### src/rtl/ita_pkg.sv
// Shared types, character codes and helpers for the integer-to-ASCII formatter.
package ita_pkg;

    localparam int RESULT_SLOTS = 20;

    localparam logic CMD_DEC = 1'b0;
    localparam logic CMD_HEX = 1'b1;

    localparam logic [6:0] CH_ZERO  = 7'h30;
    localparam logic [6:0] CH_X     = 7'h78;
    localparam logic [6:0] CH_MINUS = 7'h2D;
    localparam logic [6:0] CH_UPPER_A = 7'h41;

    typedef enum logic [2:0] {
        ST_IDLE,
        ST_CONV,
        ST_PREFIX,
        ST_SCAN,
        ST_DIGITS
    } state_t;

    typedef enum logic [2:0] {
        OP_HOLD,
        OP_CLEAR,
        OP_DABBLE,
        OP_SHIFT_BIN,
        OP_MOVE
    } cell_op_t;

    function automatic logic [6:0] hex_char(input logic [3:0] d);
        logic [6:0] c;
        if (d < 4'd10)
        begin
            c = CH_ZERO + {3'b000, d};
        end
        else
        begin
            c = CH_UPPER_A + {3'b000, d} - 7'd10;
        end
        return c;
    endfunction

endpackage

### src/rtl/ita_digit_cell.sv
// One digit cell: double-dabble or binary shift step, or digit move to the neighbor.
module ita_digit_cell
    import ita_pkg::*;
(
    input  logic       clk,
    input  cell_op_t   op,
    input  logic       carry_in,
    input  logic [3:0] digit_in,
    output logic       carry_out,
    output logic [3:0] digit
);

    logic [3:0] digit_reg;
    logic [3:0] digit_next;
    logic [3:0] corr;

    always_comb
    begin
        corr = (digit_reg >= 4'd5) ? digit_reg + 4'd3 : digit_reg;
        case (op)
            OP_HOLD:      digit_next = digit_reg;
            OP_CLEAR:     digit_next = 4'd0;
            OP_DABBLE:    digit_next = {corr[2:0], carry_in};
            OP_SHIFT_BIN: digit_next = {digit_reg[2:0], carry_in};
            OP_MOVE:      digit_next = digit_in;
            default:      digit_next = digit_reg;
        endcase
        carry_out = (op == OP_DABBLE) ? corr[3] : digit_reg[3];
    end

    always_ff @(posedge clk)
    begin
        digit_reg <= digit_next;
    end

    assign digit = digit_reg;

endmodule

### src/rtl/integer_to_ascii_formatter.sv
// Top level: integer-to-ASCII formatter with a row of digit cells and a control sequencer.
//
//  channel | direction | handshake          | payload
//  in      | input     | in_valid/in_stall  | cmd, value
//  out     | output    | out_valid/out_stall| ch, last
//
// An item takes VALUE_BITS bit-serial shifts through the cell row, then one digit move
// per cycle at the top of the row, skipping leading zeros; a move that emits a digit
// waits while the output is stalled.
// rst_n clears the sequencer and the output valid at once; cell digits are cleared on load.
// out_stall holds the prefix and digit phases; conversion runs on regardless.
// in_stall is high from the accepting edge until the final character is loaded.
module integer_to_ascii_formatter
    import ita_pkg::*;
#(
    parameter int VALUE_BITS = 64,
    parameter int MAX_DIGITS = 20
)
(
    input  logic        clk,
    input  logic        rst_n,
    input  logic        in_valid,
    output logic        in_stall,
    input  logic        cmd,
    input  logic [63:0] value,
    output logic        out_valid,
    input  logic        out_stall,
    output logic [6:0]  ch,
    output logic        last
);

    localparam int NCELL = MAX_DIGITS;
    localparam int CNT_W = $clog2(MAX_DIGITS + 1);
    localparam int BIT_W = $clog2(VALUE_BITS);
    localparam int CAP_POS = (MAX_DIGITS < RESULT_SLOTS) ? MAX_DIGITS : RESULT_SLOTS;
    localparam int CAP_NEG = (MAX_DIGITS < RESULT_SLOTS - 1) ? MAX_DIGITS : RESULT_SLOTS - 1;
    localparam int CAP_HEX = (MAX_DIGITS < RESULT_SLOTS - 2) ? MAX_DIGITS : RESULT_SLOTS - 2;

    state_t                  state_reg, state_next;
    logic [VALUE_BITS-1:0]   shift_reg, shift_next;
    logic [BIT_W-1:0]        bit_cnt_reg, bit_cnt_next;
    logic                    hex_reg, hex_next;
    logic [1:0]              pfx_reg, pfx_next;
    logic [CNT_W-1:0]        rem_reg, rem_next;
    logic [CNT_W-1:0]        cap_reg, cap_next;
    logic                    out_valid_reg, out_valid_next;
    logic [6:0]              ch_reg, ch_next;
    logic                    last_reg, last_next;

    logic [VALUE_BITS-1:0]   value_v;
    logic [VALUE_BITS-1:0]   mag;
    logic                    neg;
    logic                    adv;
    logic                    skip;
    cell_op_t                op;
    logic [3:0]              top_digit;

    logic [NCELL-1:0]        carry;
    logic [3:0]              digits [NCELL];

    assign value_v = value[VALUE_BITS-1:0];
    assign neg = (cmd == CMD_DEC) && value_v[VALUE_BITS-1];
    assign mag = neg ? (~value_v + VALUE_BITS'(1)) : value_v;
    assign adv = !out_valid_reg || !out_stall;
    assign top_digit = digits[NCELL-1];
    assign skip = (rem_reg > cap_reg) || ((top_digit == 4'd0) && (rem_reg > CNT_W'(1)));

    genvar gi;
    generate
        for (gi = 0; gi < NCELL; gi++)
        begin : g_cell
            if (gi == 0)
            begin : g_first
                ita_digit_cell u_cell (
                    .clk       (clk),
                    .op        (op),
                    .carry_in  (shift_reg[VALUE_BITS-1]),
                    .digit_in  (4'd0),
                    .carry_out (carry[gi]),
                    .digit     (digits[gi])
                );
            end
            else
            begin : g_rest
                ita_digit_cell u_cell (
                    .clk       (clk),
                    .op        (op),
                    .carry_in  (carry[gi-1]),
                    .digit_in  (digits[gi-1]),
                    .carry_out (carry[gi]),
                    .digit     (digits[gi])
                );
            end
        end
    endgenerate

    always_comb
    begin
        state_next = state_reg;
        case (state_reg)
            ST_IDLE:
            begin
                if (in_valid)
                begin
                    state_next = ST_CONV;
                end
            end
            ST_CONV:
            begin
                if (bit_cnt_reg == '0)
                begin
                    state_next = (pfx_reg != 2'd0) ? ST_PREFIX : ST_SCAN;
                end
            end
            ST_PREFIX:
            begin
                if (adv && (pfx_reg == 2'd1))
                begin
                    state_next = ST_SCAN;
                end
            end
            ST_SCAN:
            begin
                if (!skip)
                begin
                    state_next = ST_DIGITS;
                end
            end
            ST_DIGITS:
            begin
                if (adv && (rem_reg == CNT_W'(1)))
                begin
                    state_next = ST_IDLE;
                end
            end
            default: state_next = ST_IDLE;
        endcase
    end

    always_comb
    begin
        shift_next     = shift_reg;
        bit_cnt_next   = bit_cnt_reg;
        hex_next       = hex_reg;
        pfx_next       = pfx_reg;
        rem_next       = rem_reg;
        cap_next       = cap_reg;
        ch_next        = ch_reg;
        last_next      = last_reg;
        out_valid_next = out_valid_reg && out_stall;
        op             = OP_HOLD;
        in_stall       = (state_reg != ST_IDLE);
        case (state_reg)
            ST_IDLE:
            begin
                if (in_valid)
                begin
                    op           = OP_CLEAR;
                    shift_next   = mag;
                    bit_cnt_next = BIT_W'(VALUE_BITS - 1);
                    hex_next     = (cmd == CMD_HEX);
                    if (cmd == CMD_HEX)
                    begin
                        pfx_next = 2'd2;
                        cap_next = CNT_W'(CAP_HEX);
                    end
                    else if (neg)
                    begin
                        pfx_next = 2'd1;
                        cap_next = CNT_W'(CAP_NEG);
                    end
                    else
                    begin
                        pfx_next = 2'd0;
                        cap_next = CNT_W'(CAP_POS);
                    end
                end
            end
            ST_CONV:
            begin
                op           = hex_reg ? OP_SHIFT_BIN : OP_DABBLE;
                shift_next   = {shift_reg[VALUE_BITS-2:0], 1'b0};
                bit_cnt_next = bit_cnt_reg - BIT_W'(1);
                rem_next     = CNT_W'(NCELL);
            end
            ST_PREFIX:
            begin
                if (adv)
                begin
                    out_valid_next = 1'b1;
                    last_next      = 1'b0;
                    pfx_next       = pfx_reg - 2'd1;
                    if (hex_reg)
                    begin
                        ch_next = (pfx_reg == 2'd2) ? CH_ZERO : CH_X;
                    end
                    else
                    begin
                        ch_next = CH_MINUS;
                    end
                end
            end
            ST_SCAN:
            begin
                if (skip)
                begin
                    op       = OP_MOVE;
                    rem_next = rem_reg - CNT_W'(1);
                end
            end
            ST_DIGITS:
            begin
                if (adv)
                begin
                    op             = OP_MOVE;
                    out_valid_next = 1'b1;
                    ch_next        = hex_char(top_digit);
                    last_next      = (rem_reg == CNT_W'(1));
                    rem_next       = rem_reg - CNT_W'(1);
                end
            end
            default: op = OP_HOLD;
        endcase
    end

    always_ff @(posedge clk or negedge rst_n)
    begin
        if (!rst_n)
        begin
            state_reg     <= ST_IDLE;
            out_valid_reg <= 1'b0;
            pfx_reg       <= 2'd0;
            rem_reg       <= '0;
            bit_cnt_reg   <= '0;
        end
        else
        begin
            state_reg     <= state_next;
            out_valid_reg <= out_valid_next;
            pfx_reg       <= pfx_next;
            rem_reg       <= rem_next;
            bit_cnt_reg   <= bit_cnt_next;
        end
    end

    always_ff @(posedge clk)
    begin
        shift_reg <= shift_next;
        hex_reg   <= hex_next;
        cap_reg   <= cap_next;
        ch_reg    <= ch_next;
        last_reg  <= last_next;
    end

    assign out_valid = out_valid_reg;
    assign ch        = ch_reg;
    assign last      = last_reg;

    a_accept_starts_conv: assert property (@(posedge clk) disable iff (!rst_n)
        (in_valid && !in_stall) |=> (state_reg == ST_CONV))
        else $error("accepted beat did not start conversion");

    a_last_ends_item: assert property (@(posedge clk) disable iff (!rst_n)
        (state_reg == ST_DIGITS && adv && rem_reg == CNT_W'(1))
        |=> (state_reg == ST_IDLE && out_valid && last))
        else $error("final digit did not close the item");

    a_rem_nonzero: assert property (@(posedge clk) disable iff (!rst_n)
        (state_reg == ST_SCAN || state_reg == ST_DIGITS) |-> (rem_reg != '0))
        else $error("digit counter ran out during emission");

    a_decimal_digit: assert property (@(posedge clk) disable iff (!rst_n)
        (state_reg == ST_DIGITS && !hex_reg) |-> (top_digit <= 4'd9))
        else $error("decimal cell holds a non-decimal digit");

endmodule
### config.mk
export PLATFORM = sky130hd
export DESIGN_NAME = integer_to_ascii_formatter
export DESIGN_NICKNAME = d
export VERILOG_FILES = /design/src/rtl/ita_pkg.sv /design/src/rtl/ita_digit_cell.sv /design/src/rtl/integer_to_ascii_formatter.sv
export SDC_FILE = /design/constraint.sdc
export NUM_CORES = 1
export LEC_CHECK = 0
export ABC_AREA = 1
export BUFFER_PORTS_ARGS = -buffer_cell sky130_fd_sc_hd__buf_2
export CELL_PAD_IN_SITES_DETAIL_PLACEMENT = 0
export CELL_PAD_IN_SITES_GLOBAL_PLACEMENT = 1
export CORE_MARGIN = 5
export CORE_UTILIZATION = 50
export CTS_BUF_LIST = sky130_fd_sc_hd__clkbuf_8 sky130_fd_sc_hd__clkbuf_16
export DETAILED_ROUTE_END_ITERATION = 8
export HOLD_SLACK_MARGIN = 0.03
export PLACE_DENSITY_LB_ADDON = 0.1
export RECOVER_POWER = 100
export SLEW_MARGIN = 30
export SYNTH_ARGS = -nofsm -noshare
export SYNTH_HDL_FRONTEND = slang
export SYNTH_SLANG_ARGS = --single-unit
export TNS_END_PERCENT = 10
### constraint.sdc
create_clock -name clk -period 11.06 [get_ports clk]
set_clock_uncertainty 0.1 [all_clocks]
set_input_delay 1.106 -clock clk [delete_from_list [all_inputs] [get_ports clk]]
set_output_delay 1.106 -clock clk [all_outputs]
set_load 0.02 [all_outputs]
==> impl_metrics.py, run 1 <==
metrics = {
    "critical_path": {
        "rrSetupSlack_ps": 4220,
        "crit_slowest_cell": "clkbuf_1",
        "crit_chain": "inv_1, nand2_1, nor2_1, clkbuf_1, inv_2, clkbuf_1, nor2_1, a31oi_1",
        "cp.arrival_ps": 6770,
        "criticalPathCategory": "reg2reg",
        "crit_path_start_kind": "flip-flop",
        "slowest_delay_ps": 2590,
        "crit_buf_inv": 4,
        "critPathMaxFanout": 89,
        "crit_family": "buffers and inverters",
        "critPathRequiredTime_ps": 11000,
        "critPathCaptureType": "flip-flop",
    },
    "die": {
        "die_h_um": 166.3,
        "row_count": 57,
        "die-area_um2": 27670,
        "die_w_um": 166.3,
        "io_pins": 79,
        "core_um2": 24180,
        "initial_core_util_pct": 50.55,
    },
    "final_layout": {
        "area_growth_pct": 9.317,
        "fin_nets": 1801,
        "largest_reg_flops": 76,
        "n_antenna_cell": 0,
        "drive_gt1_share_pct": 6.848,
        "utilization_pct": 55.26,
    },
    "clock_tree": {
        "cts_resized": 0,
        "hold_buffers": 0,
        "cts_sinks": 173,
        "cts_tree": "done",
        "numCtsBuffers": 17,
        "clkLatencyLatePin_ps": 440,
        "h-tree-depth": 4,
        "clk_pin_slew_ps": 80,
        "clockBufferDepth": 2,
        "cts_setup_buffers": 0,
        "cts-root-buf": "clkbuf_16",
    },
    "grt": {
        "grt_max_degree": 90,
        "grt_usage_pct": 22.55,
        "first_global_vias": 10450,
        "grt_overflow_total": 0,
        "grt_pass1_wl_um": 52030,
        "antenna_found_initial": 0,
    },
    "drt": {
        "drcViolationCount": 0,
        "firstDrtPassIters": 5,
        "avgViaCountPerCell": 5.375,
        "dr_total_vias": 10850,
        "routed_wl_um": 31630,
        "drtIter0Drc": 831,
        "routedWlPerCell_um": 15.67,
        "detail-route-antenna-nets": 0,
    },
    "synthesis": {
        "yosysSeqAreaShare_pct": 41.81,
        "syn_nets": 1746,
        "synth_warnings": 0,
        "syn_inst": 1626,
        "netlist_area_um2": 12220,
        "synth-seq-cells": 173,
        "synth_cell_types": 41,
        "syn_avg_cell_area_um2": 7.516,
    },
    "timing": {
        "setup_tns_ps": 0,
        "min_period_ps": 6837,
        "worstMarginPinSlew_ps": 3568,
        "hold_viol": 0,
        "fmax_mhz": 146.3,
        "grt_setup_unrepaired": "no",
        "report.final.slew_viol_count": 383,
        "slew_headroom_pct": -137.8,
        "setup_violations": 0,
        "min_period_over_period_pct": 61.82,
    },
    "placement": {
        "place.gp.congestion": 0.9013,
        "dp_hpwl_um": 22200,
        "portBuffers": 78,
    },
    "power": {
        "p_per_area_nw_per_um2": 282.4,
        "p_leak_nw": 5.578,
        "peakVddDrop_mv": 0.1855,
    },
    "run": {
        "maxCapViolations": 7,
    },
    "run_status": {
        "status": "complete, but fails checks",
        "violations": "max-capacitance violations, max-slew violations",
    },
    "min_path": {
        "min_path_type": "reg2reg",
    },
}
## metal layers
metal	global-route usage, %	share of wire, %	wire length [µm]	vias to the layer above
met1	30.25	47	14730	5068
met3	3.428	4.1	1286	32
met5	0	0	0	-
li1	-	-	-	5532
met2	38.55	48	15120	215
met4	5.656	1.6	495	0
## path summary, 6_finish.rpt
| path | start | to | depth (start not counted) |
|---|---|---|---|
| setup / recovery | state_reg[2] | shift_reg[1] | 8 |
| hold / removal | bit_cnt_reg[0] | bit_cnt_reg[0] | 1 |
| setup reg to reg | state_reg[2] | shift_reg[1] | 8 |
| hold reg to reg | bit_cnt_reg[0] | bit_cnt_reg[0] | 1 |
| max in group asynchronous | rst_n | rem_reg[0] | 1 |
| min in group asynchronous | rst_n | bit_cnt_reg[4] | 1 |
## through the flow
step	instances	worst slack, ps	hold WS [ps]	total power, mW	instance area (µm²)
2_1_floorplan	1626	7179	361.6	2.690	12220
5_1_grt	2018	3576	432.8	4.108	13360
6_report	2018	4223	395.2	3.773	13360
4_1_cts	2018	7108	397.6	3.778	13450
3_5_place_dp	1986	7140	383.4	3.123	12840
3_3_place_gp	1986	7147	384.4	3.082	12830
## cells in the final DEF, fill, tap and decap left out, types with 2 or more instances in the layout
cell	netlist	final
nor2_4	4	2
o32ai_1	2	2
xnor2_1	8	8
o21bai_1	2	2
clkbuf_16	0	18
edfxtp_1	156	156
inv_1	176	181
nand3b_1	6	6
a21oi_1	15	15
and2_1	4	3
nor2_1	218	220
buf_2	31	65
nand2_1	476	481
o21ai_0	161	161
o211ai_1	83	83
bufinv_16	0	2
or2_2	6	6
nand4_1	10	10
nand3_1	90	90
nor3_1	10	10
clkbuf_1	10	17
inv_2	9	4
a31oi_1	7	7
o21ai_2	2	2
a22oi_1	8	8
xor2_1	34	34
nand3_4	2	2
ha_1	51	51
o22ai_1	6	6
dfrtp_1	17	17
inv_6	0	6
o31ai_1	3	3
## cells by family after synthesis
group / count (synthesis) / synth area share (%)
simple gates: 837 / 28.18
compound gates: 291 / 14.18
buf+inv: 232 / 7.597
flops: 173 / 41.81
fa+ha+maj: 51 / 5.222
xor+xnor: 42 / 3.010
## area by class of cell
cell class | instances | area, µm²
Clock buffer | 19 | 464.2
Sequential cell | 173 | 5110
Clock inverter | 13 | 148.9
Inverter | 185 | 694.4
Tap cell | 324 | 405.4
Multi-Input combinational cell | 1221 | 6140
Timing Repair Buffer | 83 | 396.6
Fill cell | 2335 | 10820
## cells in the mapped netlist
cell	number	area, µm²
a211oi_1	1	7.510
a21oi_1	15	75.07
a22oi_1	8	60.06
a31oi_1	7	43.79
and2_1	4	25.02
and3_1	1	6.260
buf_1	3	11.26
buf_2	31	155.2
buf_4	1	7.510
buf_6	2	22.52
clkbuf_1	10	37.54
dfrtp_1	17	425.4
edfxtp_1	156	4684
ha_1	51	638.1
inv_1	176	660.6
inv_2	9	33.78
nand2_1	476	1787
nand2_2	3	18.77
nand2_4	3	33.78
nand3_1	90	450.4
nand3_4	2	35.03
nand3b_1	6	45.04
nand4_1	10	62.56
nor2_1	218	818.3
nor2_2	1	6.260
nor2_4	4	45.04
nor2b_1	1	6.260
nor3_1	10	50.05
nor3_2	1	10.01
o211ai_1	83	623.1
o21a_1	1	7.510
o21ai_0	161	805.8
o21ai_2	2	17.52
o21bai_1	2	15.01
o22ai_1	6	37.54
o31ai_1	3	22.52
o32ai_1	2	17.52
or2_0	1	6.260
or2_2	6	37.54
xnor2_1	8	70.07
xor2_1	34	297.8
## power breakdown
group / internal [mW] / switching [mW]
Combinational: 0.504 / 1.11
Clock: 0.358 / 0.284
Sequential: 1.28 / 0.235
Total: 2.15 / 1.63
(Power assumes the default switching activity.)
==> run 2, diff against run 1 <==
--- a/config.mk
+++ b/config.mk
@@ -10,7 +10,7 @@
 export CELL_PAD_IN_SITES_DETAIL_PLACEMENT = 0
 export CELL_PAD_IN_SITES_GLOBAL_PLACEMENT = 1
 export CORE_MARGIN = 5
-export CORE_UTILIZATION = 50
+export CORE_UTILIZATION = 42
 export CTS_BUF_LIST = sky130_fd_sc_hd__clkbuf_8 sky130_fd_sc_hd__clkbuf_16
 export DETAILED_ROUTE_END_ITERATION = 8
 export HOLD_SLACK_MARGIN = 0.03
==> constraint.sdc (replaced) <==
create_clock -name clk -period 5.74 [get_ports clk]
set_clock_uncertainty 0.1 [all_clocks]
set_input_delay 0.574 -clock clk [delete_from_list [all_inputs] [get_ports clk]]
set_output_delay 0.574 -clock clk [all_outputs]
set_load 0.02 [all_outputs]
==> impl_metrics.py, run 2 (synthesized netlist as in run 1, its figures left out) <==
metrics = {
    "die": {
        "core_um2": 28700,
        "die-area_um2": 32610,
        "die_h_um": 180.6,
        "die_w_um": 180.6,
        "io_pins": 79,
        "row_count": 62,
        "initial_core_util_pct": 42.58,
    },
    "critical_path": {
        "criticalPathCategory": "reg2reg",
        "startpoint": "state_reg[2]",
        "r2r_cells": 9,
        "critPathMaxFanout": 48,
        "timing.rr.end": "g_cell[0].g_first.u_cell.digit[1]",
        "setup.worst_path.end": "g_cell[0].g_first.u_cell.digit[1]",
        "critPathRequiredTime_ps": 5810,
        "cp.arrival_ps": 4480,
        "critPathCaptureType": "flip-flop",
        "r2r_start": "state_reg[2]",
        "rrSetupSlack_ps": 1330,
        "crit_path_start_kind": "flip-flop",
    },
    "placement": {
        "portBuffers": 78,
        "dp_hpwl_um": 23220,
        "place.gp.congestion": 0.8667,
    },
    "power": {
        "p_per_area_nw_per_um2": 533.2,
        "peakVddDrop_mv": 0.3101,
        "totalPowerFinal_mw": 7.170,
        "pwr-share-comb_pct": 43.3,
        "seq_power_share_pct": 40.1,
        "p_clk_share_pct": 16.6,
        "switchingPower_mw": 3.173,
        "p_int_mw": 3.997,
        "p_leak_nw": 5.586,
        "switching_share_pct": 44.26,
    },
    "clock_tree": {
        "clockBufferDepth": 2,
        "clk_pin_slew_ps": 70,
        "cts_setup_buffers": 0,
        "numCtsBuffers": 17,
        "cts_tree": "done",
        "cts_sinks": 173,
        "h-tree-depth": 4,
        "cts-root-buf": "clkbuf_16",
        "clkLatencyLatePin_ps": 430,
    },
    "timing": {
        "report.final.slew_viol_count": 75,
        "fmax_mhz": 226.9,
        "grt_setup_unrepaired": "no",
        "min_period_ps": 4407,
        "worstMarginPinSlew_ps": 2542,
        "min_period_over_period_pct": 76.77,
        "hold_viol": 0,
        "setup_violations": 0,
        "setup_tns_ps": 0,
        "slew_headroom_pct": -69.47,
    },
    "grt": {
        "antenna_found_initial": 1,
        "grt_usage_pct": 20.04,
        "grt_max_degree": 90,
        "grt_overflow_total": 0,
        "grt_pass1_wl_um": 54050,
        "first_global_vias": 10440,
    },
    "final_layout": {
        "utilization_pct": 46.85,
        "area_growth_pct": 10.03,
        "final_cell_mix": "nand2_1, nor2_1, inv_1, o21ai_0, edfxtp_1",
        "largest_reg_flops": 76,
        "fin_nets": 1803,
        "drive_gt1_share_pct": 7.075,
        "final_common_cell": "nand2_1",
        "fill_cells": 2970,
    },
    "drt": {
        "avgViaCountPerCell": 5.138,
        "firstDrtPassIters": 5,
        "routed_wl_um": 32810,
        "routedWlPerCell_um": 15.77,
        "detail-route-antenna-nets": 0,
        "drcViolationCount": 0,
        "drtIter0Drc": 699,
        "dr_total_vias": 10690,
    },
    "run_status": {
        "status": "complete, but fails checks",
        "violations": "max-capacitance violations, max-slew violations",
    },
    "min_path": {
        "min_path_type": "in2reg",
    },
    "run": {
        "maxCapViolations": 2,
    },
}
[run 2: worst min path at each step]
stage	startpoint	to	slack (ps)	cells past startpoint
after floorplan	rst_n	bit_cnt_reg[0]	180	0
after detailed placement	bit_cnt_reg[0]	bit_cnt_reg[0]	390	1
after global routing	value[0]	shift_reg[0]	320	3
after CTS	cmd	hex_reg	260	1
final	value[0]	shift_reg[0]	320	3
after global placement	bit_cnt_reg[0]	bit_cnt_reg[0]	390	1
[run 2: timing repair]
action	4_1_cts	5_1_grt
endpoints found under the hold margin	17	0
gates resized for setup	0	0
hold buffers	1	0
[run 2: critical path: stages (launching register included)]
cell,delay (ps)
dfrtp_1,410
inv_1,120
nand2_1,120
nor2_4,110
clkinv_2,590
nor2_1,1400
inv_2,820
nand2_1,250
xor2_1,160
nor2_1,60
[run 2: power by group through the flow]
stage	clock [mW]	sequential, mW	combinational, mW
finish	1.19	2.87	3.11
global route	1.26	2.96	3.60
CTS	1.22	2.87	3.18
detailed placement	0	2.89	3.16
global placement	0	2.90	3.12
floorplan	0	2.81	2.38
[run 2: metrics by stage]
| step | hold WS, ps | cells | setup slack (ps) | cell area [µm²] |
|---|---|---|---|---|
| 2_1_floorplan | 178.4 | 1626 | 2077 | 12220 |
| 3_3_place_gp | 387.2 | 2047 | 1921 | 12910 |
| 3_5_place_dp | 394.1 | 2047 | 2047 | 12920 |
| 4_1_cts | 255.6 | 2080 | 2019 | 13520 |
| 5_1_grt | 320.2 | 2081 | 914.3 | 13450 |
| 6_report | 317.4 | 2081 | 1333 | 13450 |
[run 2: area by class of cell]
class / instances / area [µm²] / area share, %
Multi-Input combinational cell: 1221 / 6151 / 45.74
Sequential cell: 173 / 5110 / 38.00
Inverter: 185 / 696.9 / 5.183
Clock buffer: 20 / 489.2 / 3.638
Tap cell: 384 / 480.5 / 3.573
Timing Repair Buffer: 85 / 417.9 / 3.108
Clock inverter: 12 / 98.84 / 0.7351
Antenna cell: 1 / 2.502 / 0.01861
[run 2: metal layers]
layer | wire, µm | GRT usage [%] | part of all wire, % | vias up
li1 | - | - | - | 5533
met1 | 15400 | 27.04 | 47 | 4931
met2 | 15880 | 34.70 | 48 | 198
met3 | 1036 | 2.382 | 3.2 | 31
met4 | 493 | 4.507 | 1.5 | 0
met5 | 0 | 0 | 0 | -
